$ cat src/rtl/lcd_line_timing_generator_top_defines.svh
// Assertion macros for the LCD line timing generator.
`ifndef LCD_LINE_TIMING_GENERATOR_TOP_DEFINES_SVH
`define LCD_LINE_TIMING_GENERATOR_TOP_DEFINES_SVH

// Same-cycle implication, disabled during reset.
`define LCDLTG_ASSERT_IMPLY(label, clk, rst, ante, cons) \
   label: assert property (@(posedge clk) disable iff (rst) (ante) |-> (cons)) \
      else $error("lcdltg: same-cycle check failed");

// Next-cycle implication, disabled during reset.
`define LCDLTG_ASSERT_NEXT(label, clk, rst, ante, cons) \
   label: assert property (@(posedge clk) disable iff (rst) (ante) |=> (cons)) \
      else $error("lcdltg: next-cycle check failed");

`endif

$ cat src/rtl/lcdltg_pkg.sv
// Package with the types, codes and constants of the LCD line timing generator.
`default_nettype none

package lcdltg_pkg;

   localparam logic [11:0] LINE_CYCLES        = 12'd960;
   localparam logic [11:0] HBLANK_CYCLES      = 12'd272;
   localparam logic [11:0] VBLANK_LINE_CYCLES = 12'd1232;

   localparam logic [7:0] VBLANK_START_LINE = 8'd160;
   localparam logic [7:0] LAST_LINE         = 8'd227;
   localparam logic [7:0] VBLANK_END_LINE   = 8'd226;

   localparam int REF_WIDTH = 28;
   localparam int NUM_REFS  = 4;
   localparam int NUM_LAYERS = 2;

   // Bit positions in the status flags and interrupt pulses.
   localparam int FLAG_VBL   = 0;
   localparam int FLAG_HBL   = 1;
   localparam int FLAG_MATCH = 2;

   // Bit positions in the interrupt enable register.
   localparam int EN_HBL   = 0;
   localparam int EN_VBL   = 1;
   localparam int EN_MATCH = 2;

   typedef enum logic [2:0] {
      PH_VISIBLE = 3'b001,
      PH_HBLANK  = 3'b010,
      PH_VBLANK  = 3'b100
   } phase_type;

   typedef enum logic [1:0] {
      PHASE_CODE_VISIBLE = 2'd0,
      PHASE_CODE_HBLANK  = 2'd1,
      PHASE_CODE_VBLANK  = 2'd2
   } phase_code_type;

   typedef enum logic [1:0] {
      DMA_NONE   = 2'd0,
      DMA_HBLANK = 2'd1,
      DMA_VBLANK = 2'd2
   } dma_type;

   typedef enum logic [2:0] {
      REG_LINE_MATCH = 3'd0,
      REG_IRQ_EN     = 3'd1,
      REG_STEP_0     = 3'd2,
      REG_STEP_1     = 3'd3,
      REG_START_X_0  = 3'd4,
      REG_START_Y_0  = 3'd5,
      REG_START_X_1  = 3'd6,
      REG_START_Y_1  = 3'd7
   } reg_index_type;

   typedef logic [REF_WIDTH-1:0] ref_type;

   function automatic phase_code_type phase_code(input phase_type ph);
      phase_code_type code;
      case (ph)
         PH_HBLANK: code = PHASE_CODE_HBLANK;
         PH_VBLANK: code = PHASE_CODE_VBLANK;
         default:   code = PHASE_CODE_VISIBLE;
      endcase
      return code;
   endfunction

   function automatic logic [11:0] phase_wait(input phase_type ph);
      logic [11:0] cycles;
      case (ph)
         PH_HBLANK: cycles = HBLANK_CYCLES;
         PH_VBLANK: cycles = VBLANK_LINE_CYCLES;
         default:   cycles = LINE_CYCLES;
      endcase
      return cycles;
   endfunction

   function automatic ref_type sext_step(input logic [15:0] s);
      return {{(REF_WIDTH-16){s[15]}}, s};
   endfunction

endpackage

`default_nettype wire

$ cat src/rtl/lcd_line_timing_generator_top.sv
// Top level of the LCD line timing generator: phase sequencing, flags and affine references.
// A taken request is registered; its response is valid in the next cycle.
// Throughput: one request per cycle through the single step logic; a new request is taken
// in the cycle that the held response leaves, and the input stalls while a response waits.
// A request with phase_done clear changes nothing and gives no response.
// Reset is synchronous and active high; it clears timing state, configuration and response valid.
`default_nettype none

`include "lcd_line_timing_generator_top_defines.svh"

module lcd_line_timing_generator_top (
   input  wire logic                          clock,
   input  wire logic                          reset,
   input  wire logic                          req_valid,
   output logic                               req_ready,
   input  wire logic                          req_phase_done,
   output logic                               rsp_valid,
   input  wire logic                          rsp_ready,
   output logic [1:0]                         rsp_next_phase,
   output logic [7:0]                         rsp_line_number,
   output logic [2:0]                         rsp_status_flags,
   output logic [2:0]                         rsp_irq_raise,
   output logic [1:0]                         rsp_dma_request,
   output logic                               rsp_render_line,
   output logic [11:0]                        rsp_wait_cycles,
   output logic signed [lcdltg_pkg::REF_WIDTH-1:0] rsp_cur_x_0,
   output logic signed [lcdltg_pkg::REF_WIDTH-1:0] rsp_cur_y_0,
   output logic signed [lcdltg_pkg::REF_WIDTH-1:0] rsp_cur_x_1,
   output logic signed [lcdltg_pkg::REF_WIDTH-1:0] rsp_cur_y_1,
   input  wire logic                          psel,
   input  wire logic                          penable,
   input  wire logic                          pwrite,
   input  wire logic [4:0]                    paddr,
   input  wire logic [31:0]                   pwdata,
   output logic [31:0]                        prdata,
   output logic                               pready
);

   import lcdltg_pkg::*;

   // Configuration registers.
   logic [7:0]  match_ff;
   logic [2:0]  enables_ff;
   logic [31:0] step_ff  [NUM_LAYERS];
   ref_type     start_ff [NUM_REFS];

   // Timing state.
   phase_type   phase_ff, phase_in;
   logic [7:0]  line_ff, line_in;
   logic [2:0]  flags_ff, flags_in;
   ref_type     ref_ff [NUM_REFS];
   ref_type     ref_in [NUM_REFS];

   // Response register.
   logic        rsp_valid_ff, rsp_valid_in;
   logic [1:0]  next_phase_ff;
   logic [7:0]  line_out_ff;
   logic [2:0]  flags_out_ff;
   logic [2:0]  irq_ff, irq_in;
   logic [1:0]  dma_ff;
   dma_type     dma_in;
   logic        render_ff, render_in;
   logic [11:0] wait_ff;
   ref_type     ref_out_ff [NUM_REFS];

   logic          csr_write;
   reg_index_type csr_index;
   logic          step;

   assign csr_index = reg_index_type'(paddr[4:2]);
   assign csr_write = psel && penable && pwrite;
   assign pready    = 1'b1;

   always_ff @(posedge clock) begin
      if (reset) begin
         match_ff   <= '0;
         enables_ff <= '0;
         for (int i = 0; i < NUM_LAYERS; i++) begin
            step_ff[i] <= '0;
         end
         for (int i = 0; i < NUM_REFS; i++) begin
            start_ff[i] <= '0;
         end
      end else if (csr_write) begin
         case (csr_index)
            REG_LINE_MATCH: match_ff    <= pwdata[7:0];
            REG_IRQ_EN:     enables_ff  <= pwdata[2:0];
            REG_STEP_0:     step_ff[0]  <= pwdata;
            REG_STEP_1:     step_ff[1]  <= pwdata;
            REG_START_X_0:  start_ff[0] <= pwdata[REF_WIDTH-1:0];
            REG_START_Y_0:  start_ff[1] <= pwdata[REF_WIDTH-1:0];
            REG_START_X_1:  start_ff[2] <= pwdata[REF_WIDTH-1:0];
            REG_START_Y_1:  start_ff[3] <= pwdata[REF_WIDTH-1:0];
            default: ;
         endcase
      end
   end

   always_comb begin
      case (csr_index)
         REG_LINE_MATCH: prdata = {24'd0, match_ff};
         REG_IRQ_EN:     prdata = {29'd0, enables_ff};
         REG_STEP_0:     prdata = step_ff[0];
         REG_STEP_1:     prdata = step_ff[1];
         REG_START_X_0:  prdata = {{(32-REF_WIDTH){1'b0}}, start_ff[0]};
         REG_START_Y_0:  prdata = {{(32-REF_WIDTH){1'b0}}, start_ff[1]};
         REG_START_X_1:  prdata = {{(32-REF_WIDTH){1'b0}}, start_ff[2]};
         REG_START_Y_1:  prdata = {{(32-REF_WIDTH){1'b0}}, start_ff[3]};
         default:        prdata = '0;
      endcase
   end

   assign req_ready = !rsp_valid_ff || rsp_ready;
   assign step      = req_valid && req_ready && req_phase_done;

   always_comb begin
      phase_in  = phase_ff;
      line_in   = line_ff;
      flags_in  = flags_ff;
      irq_in    = '0;
      dma_in    = DMA_NONE;
      render_in = 1'b0;
      for (int i = 0; i < NUM_REFS; i++) begin
         ref_in[i] = ref_ff[i];
      end

      case (phase_ff)
         PH_HBLANK: begin
            flags_in[FLAG_HBL]   = 1'b0;
            line_in              = line_ff + 8'd1;
            flags_in[FLAG_MATCH] = (line_in == match_ff);
            irq_in[FLAG_MATCH]   = flags_in[FLAG_MATCH] && enables_ff[EN_MATCH];
            if (line_in == VBLANK_START_LINE) begin
               dma_in             = DMA_VBLANK;
               flags_in[FLAG_VBL] = 1'b1;
               phase_in           = PH_VBLANK;
               irq_in[FLAG_VBL]   = enables_ff[EN_VBL];
               for (int i = 0; i < NUM_REFS; i++) begin
                  ref_in[i] = start_ff[i];
               end
            end else begin
               phase_in  = PH_VISIBLE;
               render_in = 1'b1;
               for (int i = 0; i < NUM_LAYERS; i++) begin
                  ref_in[2*i]   = ref_ff[2*i]   + sext_step(step_ff[i][15:0]);
                  ref_in[2*i+1] = ref_ff[2*i+1] + sext_step(step_ff[i][31:16]);
               end
            end
         end
         PH_VBLANK: begin
            if (line_ff == LAST_LINE) begin
               phase_in             = PH_VISIBLE;
               line_in              = '0;
               flags_in[FLAG_MATCH] = (match_ff == 8'd0);
               render_in            = 1'b1;
            end else begin
               if (line_ff == VBLANK_END_LINE) begin
                  flags_in[FLAG_VBL] = 1'b0;
               end
               line_in              = line_ff + 8'd1;
               flags_in[FLAG_MATCH] = (line_in == match_ff);
            end
            irq_in[FLAG_MATCH] = flags_in[FLAG_MATCH] && enables_ff[EN_MATCH];
         end
         default: begin
            dma_in             = DMA_HBLANK;
            phase_in           = PH_HBLANK;
            flags_in[FLAG_HBL] = 1'b1;
            irq_in[FLAG_HBL]   = enables_ff[EN_HBL];
         end
      endcase
   end

   always_ff @(posedge clock) begin
      if (reset) begin
         phase_ff <= PH_VISIBLE;
         line_ff  <= '0;
         flags_ff <= '0;
         for (int i = 0; i < NUM_REFS; i++) begin
            ref_ff[i] <= '0;
         end
      end else if (step) begin
         phase_ff <= phase_in;
         line_ff  <= line_in;
         flags_ff <= flags_in;
         for (int i = 0; i < NUM_REFS; i++) begin
            ref_ff[i] <= ref_in[i];
         end
      end
   end

   always_comb begin
      if (step) begin
         rsp_valid_in = 1'b1;
      end else if (rsp_ready) begin
         rsp_valid_in = 1'b0;
      end else begin
         rsp_valid_in = rsp_valid_ff;
      end
   end

   always_ff @(posedge clock) begin
      if (reset) begin
         rsp_valid_ff <= 1'b0;
      end else begin
         rsp_valid_ff <= rsp_valid_in;
      end
   end

   always_ff @(posedge clock) begin
      if (step) begin
         next_phase_ff <= phase_code(phase_in);
         line_out_ff   <= line_in;
         flags_out_ff  <= flags_in;
         irq_ff        <= irq_in;
         dma_ff        <= dma_in;
         render_ff     <= render_in;
         wait_ff       <= phase_wait(phase_in);
         for (int i = 0; i < NUM_REFS; i++) begin
            ref_out_ff[i] <= ref_in[i];
         end
      end
   end

   assign rsp_valid        = rsp_valid_ff;
   assign rsp_next_phase   = next_phase_ff;
   assign rsp_line_number  = line_out_ff;
   assign rsp_status_flags = flags_out_ff;
   assign rsp_irq_raise    = irq_ff;
   assign rsp_dma_request  = dma_ff;
   assign rsp_render_line  = render_ff;
   assign rsp_wait_cycles  = wait_ff;
   assign rsp_cur_x_0      = ref_out_ff[0];
   assign rsp_cur_y_0      = ref_out_ff[1];
   assign rsp_cur_x_1      = ref_out_ff[2];
   assign rsp_cur_y_1      = ref_out_ff[3];

   `LCDLTG_ASSERT_IMPLY(a_line_in_range, clock, reset, 1'b1, line_ff <= LAST_LINE)
   `LCDLTG_ASSERT_NEXT(a_hblank_advances_line, clock, reset,
      step && (phase_ff == PH_HBLANK), rsp_line_number == ($past(line_ff) + 8'd1))
   `LCDLTG_ASSERT_IMPLY(a_hblank_dma_phase, clock, reset,
      rsp_valid_ff && (rsp_dma_request == DMA_HBLANK),
      (rsp_next_phase == PHASE_CODE_HBLANK) && rsp_status_flags[FLAG_HBL])
   `LCDLTG_ASSERT_IMPLY(a_render_on_visible, clock, reset,
      rsp_valid_ff && rsp_render_line, rsp_next_phase == PHASE_CODE_VISIBLE)

endmodule

`default_nettype wire

$ cat config.mk
export PLATFORM = sky130hd
export DESIGN_NAME = lcd_line_timing_generator_top
export DESIGN_NICKNAME = d
export VERILOG_FILES = /design/src/rtl/lcdltg_pkg.sv /design/src/rtl/lcd_line_timing_generator_top.sv
export VERILOG_INCLUDE_DIRS = /design/src /design/src/rtl
export SDC_FILE = /design/constraint.sdc
export NUM_CORES = 1
export LEC_CHECK = 0
export BUFFER_PORTS_ARGS = -buffer_cell sky130_fd_sc_hd__buf_4
export CAP_MARGIN = 10
export CORE_UTILIZATION = 55
export CTS_CLUSTER_DIAMETER = 40
export DETAILED_ROUTE_END_ITERATION = 7
export HOLD_SLACK_MARGIN = 0.05
export PLACE_DENSITY = 0.71
export SYNTH_ARGS = -nofsm -noshare
export SYNTH_HDL_FRONTEND = slang
export SYNTH_SLANG_ARGS = --single-unit
$ cat constraint.sdc
create_clock -name clock -period 7.7 [get_ports clock]
set_input_delay 0.77 -clock clock [delete_from_list [all_inputs] [get_ports clock]]
set_output_delay 0.77 -clock clock [all_outputs]
set_load 0.1 [all_outputs]
**Yosys cells after proc, flatten, opt, wreduce, memory -nomap -nowiden**

Memories as Yosys holds them, arrays and structs flattened.
Cells that the tools add are included.
Widths: inputs -> output; s select.

- Add/sub/neg operators: 5
- Equal/unequal tests: 15
- Muxes and demuxes: 66
- Bitwise operators: 10
- Reductions and logical operators: 15

Operator list:

| kind | number |
|---|---|
| $pmux 32 s8 | 1 |
| $mux 112 | 2 |
| $mux 28 | 8 |
| $add 28x28->28 | 4 |
| $mux 32 | 2 |
| $mux 1 | 39 |
| $eq 8x8->1 const B | 3 |
| $pmux 11 s2 | 1 |
| $eq 3x3->1 const B | 6 |
| $pmux 8 s2 | 1 |
| $eq 3x2->1 const B | 4 |
| $or 1x1->1 | 10 |
| $pmux 1 s2 | 5 |
| $add 8x1->8 const B | 1 |
| $eq 8x8->1 | 1 |
| $logic_not 8->1 | 1 |
| $mux 8 | 1 |
| $pmux 2 s2 | 2 |
| $logic_and 1x1->1 | 6 |
| $mux 3 | 2 |
| $pmux 3 s2 | 1 |
| $reduce_and 2->1 | 3 |
| $eq 3x1->1 const B | 1 |
| $logic_not 3->1 | 1 |
| 5 further kinds | 5 |

- Bits in registers: 57
- RAM bits: 400
- Output and inout port bits: 178
- Word-level logic and storage cells: 130
- Memories kept: 4

Memories:

| memory | depth | bits a word | read ports | clocked after Yosys merged registers in | write ports | line | RTL |
|---|---|---|---|---|---|---|---|
| ref_ff | 4 | 28 | 4 | 0 | 4 | lcd_line_timing_generator_top.sv:51 | `ref_type ref_ff [NUM_REFS];` |
| ref_out_ff | 4 | 28 | 4 | 0 | 4 | lcd_line_timing_generator_top.sv:64 | `ref_type ref_out_ff [NUM_REFS];` |
| start_ff | 4 | 28 | 4 | 0 | 4 | lcd_line_timing_generator_top.sv:45 | `ref_type start_ff [NUM_REFS];` |
| step_ff | 2 | 32 | 2 | 0 | 2 | lcd_line_timing_generator_top.sv:44 | `logic [31:0] step_ff [NUM_LAYERS];` |

**Longest topological paths before layout**

- Depth in word-level cells: 8
- Mapped depth: 12
- Depth with buffers taken out: 12

**Worst setup path after synthesis**

No wires, ideal clock.

- Path kind: input to register
- Start: input rsp_ready
- End: register flags_ff[0]
- Data arrival time: 6.235 ns
- Setup slack: 1.132 ns
- Cell stages on the path: 5
- Buffers on the path: 1
- Cell sequence: nand2b_1 > nand3_1 > clkinv_1 > clkbuf_1 > a211oi_1

- Word-level cells in the longest chain between the ends: 3

RTL lines:

| what | line | RTL |
|---|---|---|
| from (decl) | lcd_line_timing_generator_top.sv:18 | `input wire logic rsp_ready,` |
| $logic_or 1x1->1 | lcd_line_timing_generator_top.sv:113 | `assign req_ready = !rsp_valid_ff \|\| rsp_ready;` |
| $logic_and 1x1->1 (2 in series) | lcd_line_timing_generator_top.sv:114 | `assign step = req_valid && req_ready && req_phase_done;` |
| to (signal assigned) | lcd_line_timing_generator_top.sv:185 | `flags_ff <= flags_in;` |
| to (decl) | lcd_line_timing_generator_top.sv:50 | `logic [2:0] flags_ff, flags_in;` |

Every way passes these cells.
A chain may end at the register's enable or synchronous reset.

==> results.md <==
- Flops & latches, synth: ~450
- Max-slew headroom: 0.184
- Max-cap violations: 0
- Die ar.: 46700 µm²
- Post-synth EDFFs: about 420
- Setup CP Type: reg -> reg
- DRC violations left: 0
- Setup Fix Bufs, Post-CTS: 0
- Drt wl/cell: between 20 and 30 µm
- Clock Latency Late Sink: around 600 ps
- Final ANT Viol Nets: 0
- Sink Count: between 400 and 500
- Top_reg_cell synth: edfxtp_1
- Post_cts resized: 0
- Placeable Area: around 45000 µm²
- GRT Overall Usage: 0.341
- GR Overflow Total: 0
- Number of global-route vias before repair: roughly 19000
- Minimum clock period: roughly 4000 ps
- Pre-CTS WS: roughly 3700 ps
- H-Tree Depth: 3
- Commonest non-fill, non-tap cells in the layout: edfxtp_1 (423), buf_4 (232), and2_1 (221)
- First-iteration detailed-routing DRC count: approximately 2100
- Root buf cell: clkbuf_16
- Status: complete, no violations
- Post-synth ARST share: 0
- # IOs: 223
- Fmax achieved: between 0.2 and 0.25 GHz
- Final Max Slew Viols: 0
- Die width: roughly 220 µm
- Initial antenna violation count: 5
- Layout Nets: 2712
- Area Overhead vs Synth: 17.9%
- Clock transition at path regs: about 60 ps
- Area of the multi-input gates: 11400 µm²
- Synth Instances: ~2400
- Via/cell ratio: between 6 and 7
- Max VDD drop: between 0.2 and 0.3 mV
- PwrDens: between 200 and 300 nW/µm²
- Pleak: between 0.01 and 0.015 µW
- Measured slew at the worst slew-check pin: 1220 ps
- Sequential cell area: ~13000 µm²
- Worst Skew: about 17 ps
- Fin crit share: 0.529
- Final Setup Violations: 0
- Max clock buf depth: 3
- Min-Delay Path Class: in -> reg
- Initial Utilization: 0.557
- Layout cells sized above 1: 0.156
- RSZ-0062 raised after global routing: no
- Largest net degree at the start of global routing: about 190
- Slowest-stage cell, CP: edfxtp_1
- FP Rows: just under 80
- Chip height: approximately 220 µm
- Num CTS Buffers: between 70 and 80
- Crit path arrival time: 4390 ps
- CTS tree: yes
- First-pass GRT wire length: 119000 µm
- Synth Cell Area: around 25000 µm²
- Critical path required time: ~8000 ps
- Most common cell after layout, fill and taps aside: edfxtp_1
- Vias: ~20000
- Sequential share of the synthesized area: 0.525
- First-pass DRT Iterations: 5
- # port buffers: about 210
- Crit path cell chain: ha_1 -> nand2_1 -> nor4_1 -> nand4_1 -> a31oi_1 -> o21ai_0 -> o21ai_0 -> xnor2_1 -> mux2i_1 -> a31oi_1
- Fill count: between 3000 and 4000
- Total power: about 7600 µW
- CP Launch Type: flip-flop
- Setup TNS: 0 ps
- Syn Area/Cell: between 10 and 15 µm²
- Max stage delay on crit path: about 710 ps
- Routability cong.: between 0.9 and 1
- CP endpoint kind: flip-flop
- Final Hold Fails: 0
- Synth warnings: 0
- CP Max Fanout: 14
- Total wire length: a little over 80000 µm
- Final setup margin: between 3000 and 4000 ps
- Placement Cell Area: ~27000 µm²
- Number of hold buffers added after CTS: 0
- Detailed placer's ending HPWL: between 50000 and 60000 µm
- Post-layout instance area: 29700 µm²
- Netlist cell types: 90
## state kept, by name, indices dropped and copies added, names as in the netlist, 4 cells and up
signal	flops
ref_out_ff	112
line_ff	8
rsp_line_number	8
ref_ff	112
match_ff	8
start_ff	112
rsp_wait_cycles	4
step_ff	64
## power by group
part | switching (µW) | internal, µW
Sequential | 114 | 2820
Clock | 1220 | 2070
Combinational | 1000 | 395
Total | 2330 | 5290
## per-stage QoR
stage | util | instances | hold slack (ps)
finish | 0.656 | 3215 | 452
global route | 0.656 | 3213 | 456
global placement | 0.602 | 3077 | 469
CTS | 0.656 | 3208 | 423
floorplan | - | 2376 | 455
detailed placement | 0.602 | 3077 | 482
## critical path: cells and delay by family (launching register included)
kind	cells	cell delay, ps
AOI/OAI and AO/OA	4	990
DFF	1	710
muxes	1	310
xor gates and xnor gates	1	230
and+or+nand+nor	3	1000
adders and majority gates	1	560
## cell usage after synthesis, types with 11 or more instances
| master | number | area (µm²) |
|---|---|---|
| nand3_1 | 57 | 285 |
| nand4_1 | 11 | 68.8 |
| buf_2 | 15 | 75.1 |
| a21o_1 | 59 | 443 |
| a211oi_1 | 49 | 368 |
| o21a_1 | 19 | 143 |
| xor2_1 | 41 | 359 |
| buf_4 | 16 | 120 |
| and3_1 | 12 | 75.1 |
| nor2b_1 | 19 | 119 |
| o21ai_0 | 115 | 576 |
| mux2i_1 | 42 | 420 |
| and2_1 | 221 | 1380 |
| o211ai_1 | 11 | 82.6 |
| dfxtp_1 | 26 | 521 |
| nand2b_1 | 15 | 93.8 |
| ha_1 | 111 | 1390 |
| nor2_1 | 189 | 709 |
| nor3_1 | 41 | 205 |
| inv_1 | 31 | 116 |
| edfxtp_1 | 423 | 12700 |
| nand2_1 | 216 | 811 |
| a22oi_1 | 68 | 510 |
| xnor2_1 | 54 | 473 |
| clkbuf_1 | 94 | 353 |
| or3_1 | 11 | 68.8 |
| a21oi_1 | 196 | 981 |
| a31oi_1 | 55 | 344 |
## final cells by class
class | count | area share
diodes | 5 | 0.000421
clock buffers | 81 | 0.0639
clock inverters | 50 | 0.0184
inverters | 32 | 0.00421
multi-input cells | 1762 | 0.382
flip-flops and latches | 449 | 0.445
well taps | 600 | 0.0253
repair buffers | 236 | 0.0606
## routing by layer
| metal | part of all wire | GRT usage | vias up | routed length, µm |
|---|---|---|---|---|
| met2 | 0.46 | 0.535 | 930 | 37400 |
| met4 | 0.045 | 0.163 | 4 | 3600 |
| met3 | 0.078 | 0.0522 | 180 | 6310 |
| li1 | - | - | 9203 | - |
| met5 | 0.00038 | 0 | - | 31 |
| met1 | 0.41 | 0.466 | 9846 | 33400 |
## cell families (layout without fill, tap and decap cells)
group                    count (synthesis)  count (layout)  share of synthesized area
AO/OA/AOI/OAI                          653             653                      0.165
XOR/XNOR                                98              98                     0.0349
adder cells (fa/ha/maj)                115             115                     0.0583
buffers and inverters                  165             399                     0.0286
flip-flops                             449             449                      0.525
multiplexers                            48              48                     0.0203
other                                    2              12                   0.000298
AND/OR/NAND/NOR                        841             841                      0.168
## final timing paths
check | start | endpoint | slack [ps] | cells after the start
setup / recovery | step_ff[0][63]$_DFFE_PP_ | ref_ff[3][27]$_SDFFCE_PN0P_ | 3620 | 10
hold / removal | req_valid | rsp_valid$_SDFFE_PP0P_ | 450 | 3
setup reg to reg | step_ff[0][63]$_DFFE_PP_ | ref_ff[3][27]$_SDFFCE_PN0P_ | 3620 | 10
hold reg to reg | flags_ff[1]$_SDFFE_PP0P_ | flags_ff[1]$_SDFFE_PP0P_ | 490 | 2
Power figures use the tool's default switching activity.
